<file path="src/rtl/assert_macros.svh">
// Assertion macros for the differential drive velocity command block.
// Included by the top level, which carries the concurrent checks; no other dependencies.
`ifndef ASSERT_MACROS_SVH
`define ASSERT_MACROS_SVH

// Check a property on the rising edge of clk, off while in reset
`define DDVC_ASSERT(lbl, prop, msg) \
  lbl: assert property (@(posedge clk) disable iff (!rst_n) (prop)) else $error(msg);

// Check that a condition never holds
`define DDVC_NEVER(lbl, cond, msg) \
  `DDVC_ASSERT(lbl, !(cond), msg)

`endif

</file>
<file path="src/rtl/ddvc_pkg.sv">
// Shared types, register indexes, reset values and the clamp function
// for the differential drive velocity command block. No dependencies.
package ddvc_pkg;

  localparam int unsigned CfgIdxW  = 4;
  localparam int unsigned CfgDataW = 16;

  // Configuration register indexes
  typedef enum logic [CfgIdxW-1:0] {
    REG_MAX_LINEAR    = 4'd0,
    REG_MAX_ANGULAR   = 4'd1,
    REG_LIN_JUMP_LIM  = 4'd2,
    REG_ANG_JUMP_LIM  = 4'd3,
    REG_JUMP_HOLD     = 4'd4,
    REG_HALF_TRACK    = 4'd5,
    REG_WHEEL_LIMIT   = 4'd6,
    REG_RPM_SCALE     = 4'd7
  } ddvc_reg_t;

  // Register reset values
  localparam logic [12:0] RstMaxLinear   = 13'd2048;
  localparam logic [12:0] RstMaxAngular  = 13'd3072;
  localparam logic [13:0] RstLinJumpLim  = 14'd2048;
  localparam logic [13:0] RstAngJumpLim  = 14'd2048;
  localparam logic [7:0]  RstJumpHold    = 8'd40;
  localparam logic [9:0]  RstHalfTrack   = 10'd315;
  localparam logic [12:0] RstWheelLimit  = 13'd2048;
  localparam logic [15:0] RstRpmScale    = 16'd47498;

  // Per-axis filter settings
  typedef struct packed {
    logic [12:0] max_cmd;
    logic [13:0] jump_limit;
    logic [7:0]  hold;
  } ddvc_axis_cfg_t;

  // Sequencer states
  typedef enum logic [2:0] {
    S_IDLE,
    S_FILT,
    S_MUL_T,
    S_WHEEL,
    S_MUL_L,
    S_MUL_R,
    S_DONE
  } ddvc_state_t;

  // Clamp to +/-m, zero values within one LSB of zero
  function automatic logic signed [13:0] clamp_db(input logic signed [15:0] x,
                                                  input logic [12:0] m);
    logic signed [15:0] ms;
    logic signed [15:0] nms;
    logic signed [13:0] r;
    ms  = $signed({3'b000, m});
    nms = -ms;
    if (x > ms) begin
      r = ms[13:0];
    end else if (x < nms) begin
      r = nms[13:0];
    end else if (x >= -16'sd1 && x <= 16'sd1) begin
      r = '0;
    end else begin
      r = x[13:0];
    end
    return r;
  endfunction

endpackage

</file>
<file path="src/rtl/ddvc_axis.sv">
// One command axis: clamp with deadband, then the jump filter with its
// previous value and jump counter. Depends on ddvc_pkg.
module ddvc_axis (
  input  logic                    clk,
  input  logic                    rst_n,
  input  logic                    upd,
  input  logic signed [15:0]      cmd,
  input  ddvc_pkg::ddvc_axis_cfg_t cfg,
  output logic signed [13:0]      filt
);

  logic signed [13:0] prev_r, prev_nxt;
  logic [8:0]         cnt_r, cnt_nxt;
  logic signed [13:0] v;
  logic signed [14:0] diff;
  logic [14:0]        mag;
  logic               jump;

  // Clamp and measure the step against the previous value
  always_comb begin
    v    = ddvc_pkg::clamp_db(cmd, cfg.max_cmd);
    diff = $signed({prev_r[13], prev_r}) - $signed({v[13], v});
    mag  = diff[14] ? 15'(-diff) : 15'(diff);
    jump = mag > {1'b0, cfg.jump_limit};
  end

  // Count jumps; reject once the count passes the hold value
  always_comb begin
    filt    = v;
    cnt_nxt = cnt_r;
    if (jump) begin
      if (cnt_r > {1'b0, cfg.hold}) begin
        cnt_nxt = '0;
        filt    = prev_r;
      end else begin
        cnt_nxt = cnt_r + 9'd1;
      end
    end
    prev_nxt = filt;
  end

  // Advance filter state once per drive request
  always_ff @(posedge clk) begin
    if (!rst_n) begin
      prev_r <= '0;
      cnt_r  <= '0;
    end else if (upd) begin
      prev_r <= prev_nxt;
      cnt_r  <= cnt_nxt;
    end
  end

endmodule

</file>
<file path="src/rtl/ddvc_mul.sv">
// Shared signed-by-unsigned multiplier with a registered product.
// No package dependencies.
module ddvc_mul (
  input  logic               clk,
  input  logic               en,
  input  logic signed [15:0] a,
  input  logic [15:0]        b,
  output logic signed [32:0] p
);

  logic signed [32:0] p_r, p_nxt;

  assign p_nxt = a * $signed({1'b0, b});

  // Hold the product until the next enabled step
  always_ff @(posedge clk) begin
    if (en) begin
      p_r <= p_nxt;
    end
  end

  assign p = p_r;

endmodule

</file>
<file path="src/rtl/diff_drive_velocity_command.sv">
// Top level of the differential drive velocity command block: registers,
// sequencer and wheel datapath. Depends on ddvc_pkg, ddvc_axis, ddvc_mul
// and assert_macros.svh.
//
// Usage:
//  - Input channel (in_valid / in_stall): one request per control tick with
//    linear and angular speed commands and a stop flag.
//  - Output channel (out_valid / out_stall): exactly one result per request,
//    carrying left/right rpm and the drive_valid, torque_off, brake_release
//    flags.
//  - Config port (cfg_valid / cfg_ready / cfg_index / cfg_data): always ready;
//    indexes beyond the register list are ignored. Write only while idle.
//  - A drive request walks filter, three passes through one shared multiplier
//    (turn term, left rpm, right rpm) and a wheel clamp step, in the states
//    FILT, MUL_T, WHEEL, MUL_L, MUL_R and DONE; the result loads from DONE and
//    the next request is taken back in IDLE. A stop request skips to DONE.
//  - in_stall is high while a request is in work. A finished result waits in
//    the output register; while it is stalled, the next request is still
//    accepted and runs until its own result is ready to load.
//  - Synchronous reset clears the filter state, the sequencer and out_valid
//    and reloads the register reset values.
`include "assert_macros.svh"

module diff_drive_velocity_command (
  input  logic                             clk,
  input  logic                             rst_n,
  // input channel
  input  logic                             in_valid,
  output logic                             in_stall,
  input  logic signed [15:0]               in_linear_cmd,
  input  logic signed [15:0]               in_angular_cmd,
  input  logic                             in_stop_request,
  // result channel
  output logic                             out_valid,
  input  logic                             out_stall,
  output logic signed [15:0]               out_left_rpm,
  output logic signed [15:0]               out_right_rpm,
  output logic                             out_drive_valid,
  output logic                             out_torque_off,
  output logic                             out_brake_release,
  // configuration port
  input  logic                             cfg_valid,
  output logic                             cfg_ready,
  input  logic [ddvc_pkg::CfgIdxW-1:0]     cfg_index,
  input  logic [ddvc_pkg::CfgDataW-1:0]    cfg_data
);

  // Configuration registers
  logic [12:0] max_linear_r, max_angular_r, wheel_limit_r;
  logic [13:0] lin_jump_lim_r, ang_jump_lim_r;
  logic [7:0]  jump_hold_r;
  logic [9:0]  half_track_r;
  logic [15:0] rpm_scale_r;

  // Sequencer and datapath
  ddvc_pkg::ddvc_state_t state_r, state_nxt;
  logic               in_acc, out_free, out_load;
  logic               stop_r;
  logic signed [15:0] lin_cmd_r, ang_cmd_r;
  logic signed [13:0] lin_filt, ang_filt;
  logic signed [13:0] lin_f_r, ang_f_r;
  logic signed [13:0] left_w_r, right_w_r;
  logic signed [15:0] lrpm_r;
  logic               axis_upd, mul_en, ld_filt, ld_wheel, ld_lrpm;
  logic signed [15:0] mul_a;
  logic [15:0]        mul_b;
  logic signed [32:0] prod;
  logic signed [32:0] t_bias, t_full, r_bias, r_full;
  logic signed [15:0] turn, sum_l, sum_r, rpm_sat, lrpm_neg;
  ddvc_pkg::ddvc_axis_cfg_t lin_cfg, ang_cfg;

  logic               out_valid_r;
  logic signed [15:0] out_left_r, out_right_r;
  logic               out_drive_r, out_torque_r, out_brake_r;

  assign cfg_ready = 1'b1;
  assign in_stall  = (state_r != ddvc_pkg::S_IDLE);
  assign in_acc    = in_valid && !in_stall;
  assign out_free  = !out_valid_r || !out_stall;

  // Write configuration registers
  always_ff @(posedge clk) begin
    if (!rst_n) begin
      max_linear_r   <= ddvc_pkg::RstMaxLinear;
      max_angular_r  <= ddvc_pkg::RstMaxAngular;
      lin_jump_lim_r <= ddvc_pkg::RstLinJumpLim;
      ang_jump_lim_r <= ddvc_pkg::RstAngJumpLim;
      jump_hold_r    <= ddvc_pkg::RstJumpHold;
      half_track_r   <= ddvc_pkg::RstHalfTrack;
      wheel_limit_r  <= ddvc_pkg::RstWheelLimit;
      rpm_scale_r    <= ddvc_pkg::RstRpmScale;
    end else if (cfg_valid && cfg_ready) begin
      case (cfg_index)
        ddvc_pkg::REG_MAX_LINEAR:   max_linear_r   <= cfg_data[12:0];
        ddvc_pkg::REG_MAX_ANGULAR:  max_angular_r  <= cfg_data[12:0];
        ddvc_pkg::REG_LIN_JUMP_LIM: lin_jump_lim_r <= cfg_data[13:0];
        ddvc_pkg::REG_ANG_JUMP_LIM: ang_jump_lim_r <= cfg_data[13:0];
        ddvc_pkg::REG_JUMP_HOLD:    jump_hold_r    <= cfg_data[7:0];
        ddvc_pkg::REG_HALF_TRACK:   half_track_r   <= cfg_data[9:0];
        ddvc_pkg::REG_WHEEL_LIMIT:  wheel_limit_r  <= cfg_data[12:0];
        ddvc_pkg::REG_RPM_SCALE:    rpm_scale_r    <= cfg_data;
        default: ;
      endcase
    end
  end

  // Axis filters
  assign lin_cfg = '{max_cmd: max_linear_r, jump_limit: lin_jump_lim_r, hold: jump_hold_r};
  assign ang_cfg = '{max_cmd: max_angular_r, jump_limit: ang_jump_lim_r, hold: jump_hold_r};

  ddvc_axis u_lin (
    .clk   (clk),
    .rst_n (rst_n),
    .upd   (axis_upd),
    .cmd   (lin_cmd_r),
    .cfg   (lin_cfg),
    .filt  (lin_filt)
  );

  ddvc_axis u_ang (
    .clk   (clk),
    .rst_n (rst_n),
    .upd   (axis_upd),
    .cmd   (ang_cmd_r),
    .cfg   (ang_cfg),
    .filt  (ang_filt)
  );

  // Shared multiplier
  ddvc_mul u_mul (
    .clk (clk),
    .en  (mul_en),
    .a   (mul_a),
    .b   (mul_b),
    .p   (prod)
  );

  // Next state
  always_comb begin
    state_nxt = state_r;
    case (state_r)
      ddvc_pkg::S_IDLE: begin
        if (in_acc) begin
          state_nxt = in_stop_request ? ddvc_pkg::S_DONE : ddvc_pkg::S_FILT;
        end
      end
      ddvc_pkg::S_FILT:  state_nxt = ddvc_pkg::S_MUL_T;
      ddvc_pkg::S_MUL_T: state_nxt = ddvc_pkg::S_WHEEL;
      ddvc_pkg::S_WHEEL: state_nxt = ddvc_pkg::S_MUL_L;
      ddvc_pkg::S_MUL_L: state_nxt = ddvc_pkg::S_MUL_R;
      ddvc_pkg::S_MUL_R: state_nxt = ddvc_pkg::S_DONE;
      ddvc_pkg::S_DONE: begin
        if (out_free) begin
          state_nxt = ddvc_pkg::S_IDLE;
        end
      end
      default: state_nxt = ddvc_pkg::S_IDLE;
    endcase
  end

  // Sequencer outputs
  always_comb begin
    axis_upd = 1'b0;
    mul_en   = 1'b0;
    ld_filt  = 1'b0;
    ld_wheel = 1'b0;
    ld_lrpm  = 1'b0;
    out_load = 1'b0;
    mul_a    = $signed({{2{ang_f_r[13]}}, ang_f_r});
    mul_b    = {6'd0, half_track_r};
    case (state_r)
      ddvc_pkg::S_FILT: begin
        axis_upd = 1'b1;
        ld_filt  = 1'b1;
      end
      ddvc_pkg::S_MUL_T: begin
        mul_en = 1'b1;
      end
      ddvc_pkg::S_WHEEL: begin
        ld_wheel = 1'b1;
      end
      ddvc_pkg::S_MUL_L: begin
        mul_en = 1'b1;
        mul_a  = $signed({{2{left_w_r[13]}}, left_w_r});
        mul_b  = rpm_scale_r;
      end
      ddvc_pkg::S_MUL_R: begin
        mul_en  = 1'b1;
        ld_lrpm = 1'b1;
        mul_a   = $signed({{2{right_w_r[13]}}, right_w_r});
        mul_b   = rpm_scale_r;
      end
      ddvc_pkg::S_DONE: begin
        out_load = out_free;
      end
      default: ;
    endcase
  end

  // Turn term and wheel sums, truncated toward zero
  always_comb begin
    t_bias = prod + (prod[32] ? 33'sd1023 : 33'sd0);
    t_full = t_bias >>> 10;
    turn   = t_full[15:0];
    sum_l  = $signed({{2{lin_f_r[13]}}, lin_f_r}) + turn;
    sum_r  = $signed({{2{lin_f_r[13]}}, lin_f_r}) - turn;
  end

  // Rpm from the current product, truncated toward zero and saturated
  always_comb begin
    r_bias = prod + (prod[32] ? 33'sd16383 : 33'sd0);
    r_full = r_bias >>> 14;
    if (r_full > 33'sd32767) begin
      rpm_sat = 16'sh7FFF;
    end else if (r_full < -33'sd32768) begin
      rpm_sat = -16'sh8000;
    end else begin
      rpm_sat = r_full[15:0];
    end
    lrpm_neg = (rpm_sat == -16'sh8000) ? 16'sh7FFF : -rpm_sat;
  end

  // Sequencer state and flow control
  always_ff @(posedge clk) begin
    if (!rst_n) begin
      state_r     <= ddvc_pkg::S_IDLE;
      out_valid_r <= 1'b0;
    end else begin
      state_r <= state_nxt;
      if (out_load) begin
        out_valid_r <= 1'b1;
      end else if (!out_stall) begin
        out_valid_r <= 1'b0;
      end
    end
  end

  // Datapath registers
  always_ff @(posedge clk) begin
    if (in_acc) begin
      stop_r    <= in_stop_request;
      lin_cmd_r <= in_linear_cmd;
      ang_cmd_r <= in_angular_cmd;
    end
    if (ld_filt) begin
      lin_f_r <= lin_filt;
      ang_f_r <= ang_filt;
    end
    if (ld_wheel) begin
      left_w_r  <= ddvc_pkg::clamp_db(sum_l, wheel_limit_r);
      right_w_r <= ddvc_pkg::clamp_db(sum_r, wheel_limit_r);
    end
    if (ld_lrpm) begin
      lrpm_r <= lrpm_neg;
    end
    if (out_load) begin
      out_left_r   <= stop_r ? 16'sd0 : lrpm_r;
      out_right_r  <= stop_r ? 16'sd0 : rpm_sat;
      out_drive_r  <= !stop_r;
      out_torque_r <= stop_r;
      out_brake_r  <= stop_r;
    end
  end

  assign out_valid         = out_valid_r;
  assign out_left_rpm      = out_left_r;
  assign out_right_rpm     = out_right_r;
  assign out_drive_valid   = out_drive_r;
  assign out_torque_off    = out_torque_r;
  assign out_brake_release = out_brake_r;

  // Checks
  `DDVC_ASSERT(a_stop_direct, (in_acc && in_stop_request) |=> (state_r == ddvc_pkg::S_DONE), "stop request did not go straight to result")
  `DDVC_ASSERT(a_load_in_done, $rose(out_valid_r) |-> $past(state_r == ddvc_pkg::S_DONE), "result raised outside the done step")
  `DDVC_NEVER(a_flags_excl, out_valid_r && out_drive_valid && out_torque_off, "drive and torque off issued together")

endmodule
</file>
<file path="config.mk">
export PLATFORM = sky130hd
export DESIGN_NAME = diff_drive_velocity_command
export DESIGN_NICKNAME = d
export VERILOG_FILES = /design/src/rtl/ddvc_pkg.sv /design/src/rtl/ddvc_axis.sv /design/src/rtl/ddvc_mul.sv /design/src/rtl/diff_drive_velocity_command.sv
export VERILOG_INCLUDE_DIRS = /design/src /design/src/rtl
export SDC_FILE = /design/constraint.sdc
export NUM_CORES = 2
export LEC_CHECK = 0
export BUFFER_PORTS_ARGS = -buffer_cell sky130_fd_sc_hd__buf_4
export CAP_MARGIN = 20
export CORE_MARGIN = 1.5
export CORE_UTILIZATION = 59
export DETAILED_ROUTE_END_ITERATION = 8
export GPL_ROUTABILITY_DRIVEN = 0
export GPL_TIMING_DRIVEN = 0
export PLACE_DENSITY = 0.82
export SLEW_MARGIN = 20
export SYNTH_ARGS = -nofsm -noshare
export SYNTH_HDL_FRONTEND = slang
export SYNTH_HIERARCHICAL = 1
export SYNTH_SLANG_ARGS = --single-unit
</file>
<file path="constraint.sdc">
create_clock -name clk -period 8.06 [get_ports clk]
set_input_delay 1.612 -clock clk [delete_from_list [all_inputs] [get_ports clk]]
set_output_delay 1.612 -clock clk [all_outputs]
set_load 0.05 [all_outputs]
</file>
==> summary.txt <==
GRT Residual Overflow: 0
buffers added on ports: 84
post-route ant nets: 0
Hold Path Class: reg2reg
layout cells sized above 1: 0.1565
slowest CP cell: dfxtp_2
leading area contributor after synthesis: edfxtp_1
commonest non-fill, non-tap cells in the layout: nand2_1, inv_1, ha_1
YS warnings: 6
Hold Fails Final Rpt: 0
failing checks: negative setup slack
# IOs: 96
multi-input logic area: 0.02465 sq mm
fin crit period: 9.060 ns
initial antenna violation count: 0
# nets final: 4737
final setup margin: -1.000 ns
initial drt markers: 3012
Synth Register Bits: 323
core outline area: 0.05639 sq mm
Clock Skews: 0.06474 ns
WHS Path Cells: 2
maximum number of pins on one net before global-route repair: 30
number of synthesized flops with an enable pin: 172
clock-pin slew on the worst setup and hold paths: 0.06 ns
CTS tree: built
crit-path max cell delay: 0.39 ns
final setup vio count: 74
Main synth FF type: edfxtp_1
Die Width: 241.9 um
final hold slack: 0.4560 ns
fin area: 0.03931 sq mm
FMAX: 110.4 MHz
critical path peak fanout: 7
Tcrit/Tclk final: 1.124
Starting Density: 0.5970
Finished Layout Cells: 4921
delay-heaviest family, CP: compound AO/OA/AOI/OAI gates
worst-margin pin slew: 1.267 ns
CP Depth: 46
relative slew slack: 0.1475
Maximum Capacitance Violations: 0
DP Area: 0.03562 sq mm
vias in the first global route: 29.75k
DRC viols: 0
WP data arrival: 9.39 ns
Mean Syn Cell Area: 8.647 sq um
most numerous cell on the critical path: o21a_1
Critical Path Source Type: flip-flop
Worst EP required: 8.39 ns
vias per inst: 6.330
Syn Inst Count: 3893
DR vias: 31.15k
library cells used by synthesis: 136
CTS Sinks: 323
Post-DP HPWL: 71.72 mm
Max Slew Vio Count: 0
htree depth: 2
Clock Latency Late Sink: 0.60 ns
post-synthesis sequential area ratio: 0.2432
# diodes: 0
Die Ht: 241.9 um
final WL: 100.9 mm
buffers and inverters on the worst path: 6
CP Capture Type: flip-flop
synth-to-layout area growth: 16.78%
CTS root buf: clkbuf_16
Reg2Reg Depth: 46
standard-cell rows: 87
drt wl/cell: 20.51 um
status: finished with violations
Async SR Flop Fraction: 0
First-pass DRT Iterations: 8
Yosys top cell area share: 0.1534
RSZ-0062 raised after global routing: yes
Worst Setup Path Type: reg2reg
Synth Cell Area: 0.03366 sq mm
Cells after DPL: 4742
layout filler cell count: 4192
synth top area cells: edfxtp_1, ha_1, fa_1
most common cell after layout, fill and taps aside: nand2_1
Total GRT Usage: 0.3209
first-pass GRT wire length: 152.6 mm
Register Area: 0.008212 sq mm
clock buffer depth: 3
hold buffers post-CTS: 0
Num CTS Buffers: 36
syn_nets: 4492
DIE AREA: 0.05850 sq mm
==> synthesized netlist by cell type (59+ instances only) <==
cell type,n
edfxtp_1,172
a31oi_1,59
nor3_1,68
xnor2_1,106
a21oi_1,190
inv_1,428
o21ai_0,155
fa_1,198
mux2i_1,110
nor2_1,243
clkbuf_1,130
nand3_1,92
ha_1,343
dfxtp_1,151
and2_1,137
nand2_1,477
==> state kept, by name (all words and copies together), names as in the netlist, 8 cells and up <==
| register | flops |
|---|---|
| u_ang/prev_r | 14 |
| ang_cmd_r | 16 |
| jump_hold_r | 8 |
| ang_jump_lim_r | 14 |
| lrpm_r | 16 |
| right_w_r | 14 |
| u_lin/cnt_r | 9 |
| out_left_rpm | 16 |
| lin_f_r | 14 |
| left_w_r | 14 |
| u_ang/cnt_r | 9 |
| wheel_limit_r | 13 |
| half_track_r | 10 |
| rpm_scale_r | 16 |
| max_angular_r | 13 |
| lin_jump_lim_r | 14 |
| lin_cmd_r | 16 |
| u_lin/prev_r | 14 |
| u_mul/p | 33 |
| max_linear_r | 13 |
| ang_f_r | 14 |
| out_right_rpm | 16 |
==> cells by family (layout without fill, tap and decap cells) <==
logic type                 after synthesis  in the layout  share of synthesized area
and+or+nand+nor                       1341           1341                     0.1978
buffers and inverters                  601            873                    0.07047
AOI/OAI and AO/OA                      804            804                     0.1628
xor gates and xnor gates               162            162                    0.04434
other                                    1              1                  0.0001114
adders and majority gates              545            545                     0.2465
muxes                                  116            116                    0.03471
DFF                                    323            323                     0.2432
==> per-stage QoR <==
step | TNS [ns] | worst slack [ns] | util
finish | -48.47 | -1.000 | 0.6972
global route | -67.41 | -1.191 | 0.6972
CTS | -8.979 | -0.4292 | 0.6796
detailed placement | -94.25 | -1.611 | 0.6317
global placement | -120.46 | -2.447 | 0.6283
floorplan | -3.760 | -0.2268 | -
==> final cells by class <==
cell class,instances,area share
sequential,323,0.2089
tap,756,0.02406
clock buffer,45,0.02505
buffer,166,0.02202
clock inverter,20,0.005602
inverter,429,0.04138
timing repair buffer,213,0.04596
multi-input combinational,2969,0.6270
==> per-layer routing <==
layer,track usage,wire length (um),share of wire,up-vias
met1,0.4017,37640,0.37,14648
met4,0.1520,6028,0.060,0
met3,0.04806,9585,0.095,539
met2,0.5438,47660,0.47,1916
li1,-,-,-,14045
met5,0,0,0,-
==> final timing paths <==
kind                                      start               to  slack, ns
worst max-delay path            max_linear_r[1]      lin_f_r[13]      -1.00
worst min-delay path            max_linear_r[7]  max_linear_r[7]       0.46
worst max register to register  max_linear_r[1]      lin_f_r[13]      -1.00
worst min register to register  max_linear_r[7]  max_linear_r[7]       0.46
==> worst min-delay path, stage by stage (launching register included) <==
cell,delay (ns)
dfxtp_1,0.31
nand2_1,0.05
a21oi_1,0.05
==> timing repair <==
action	in CTS	in global routing
gates cloned	3	1
setup endpoints to repair	83	110
buffers inserted	79	41
pin swaps	85	83
resized for setup	200	180
Power is not shown: default switching activity piles up to over one toggle a cycle in this logic, so the estimate is an artifact.
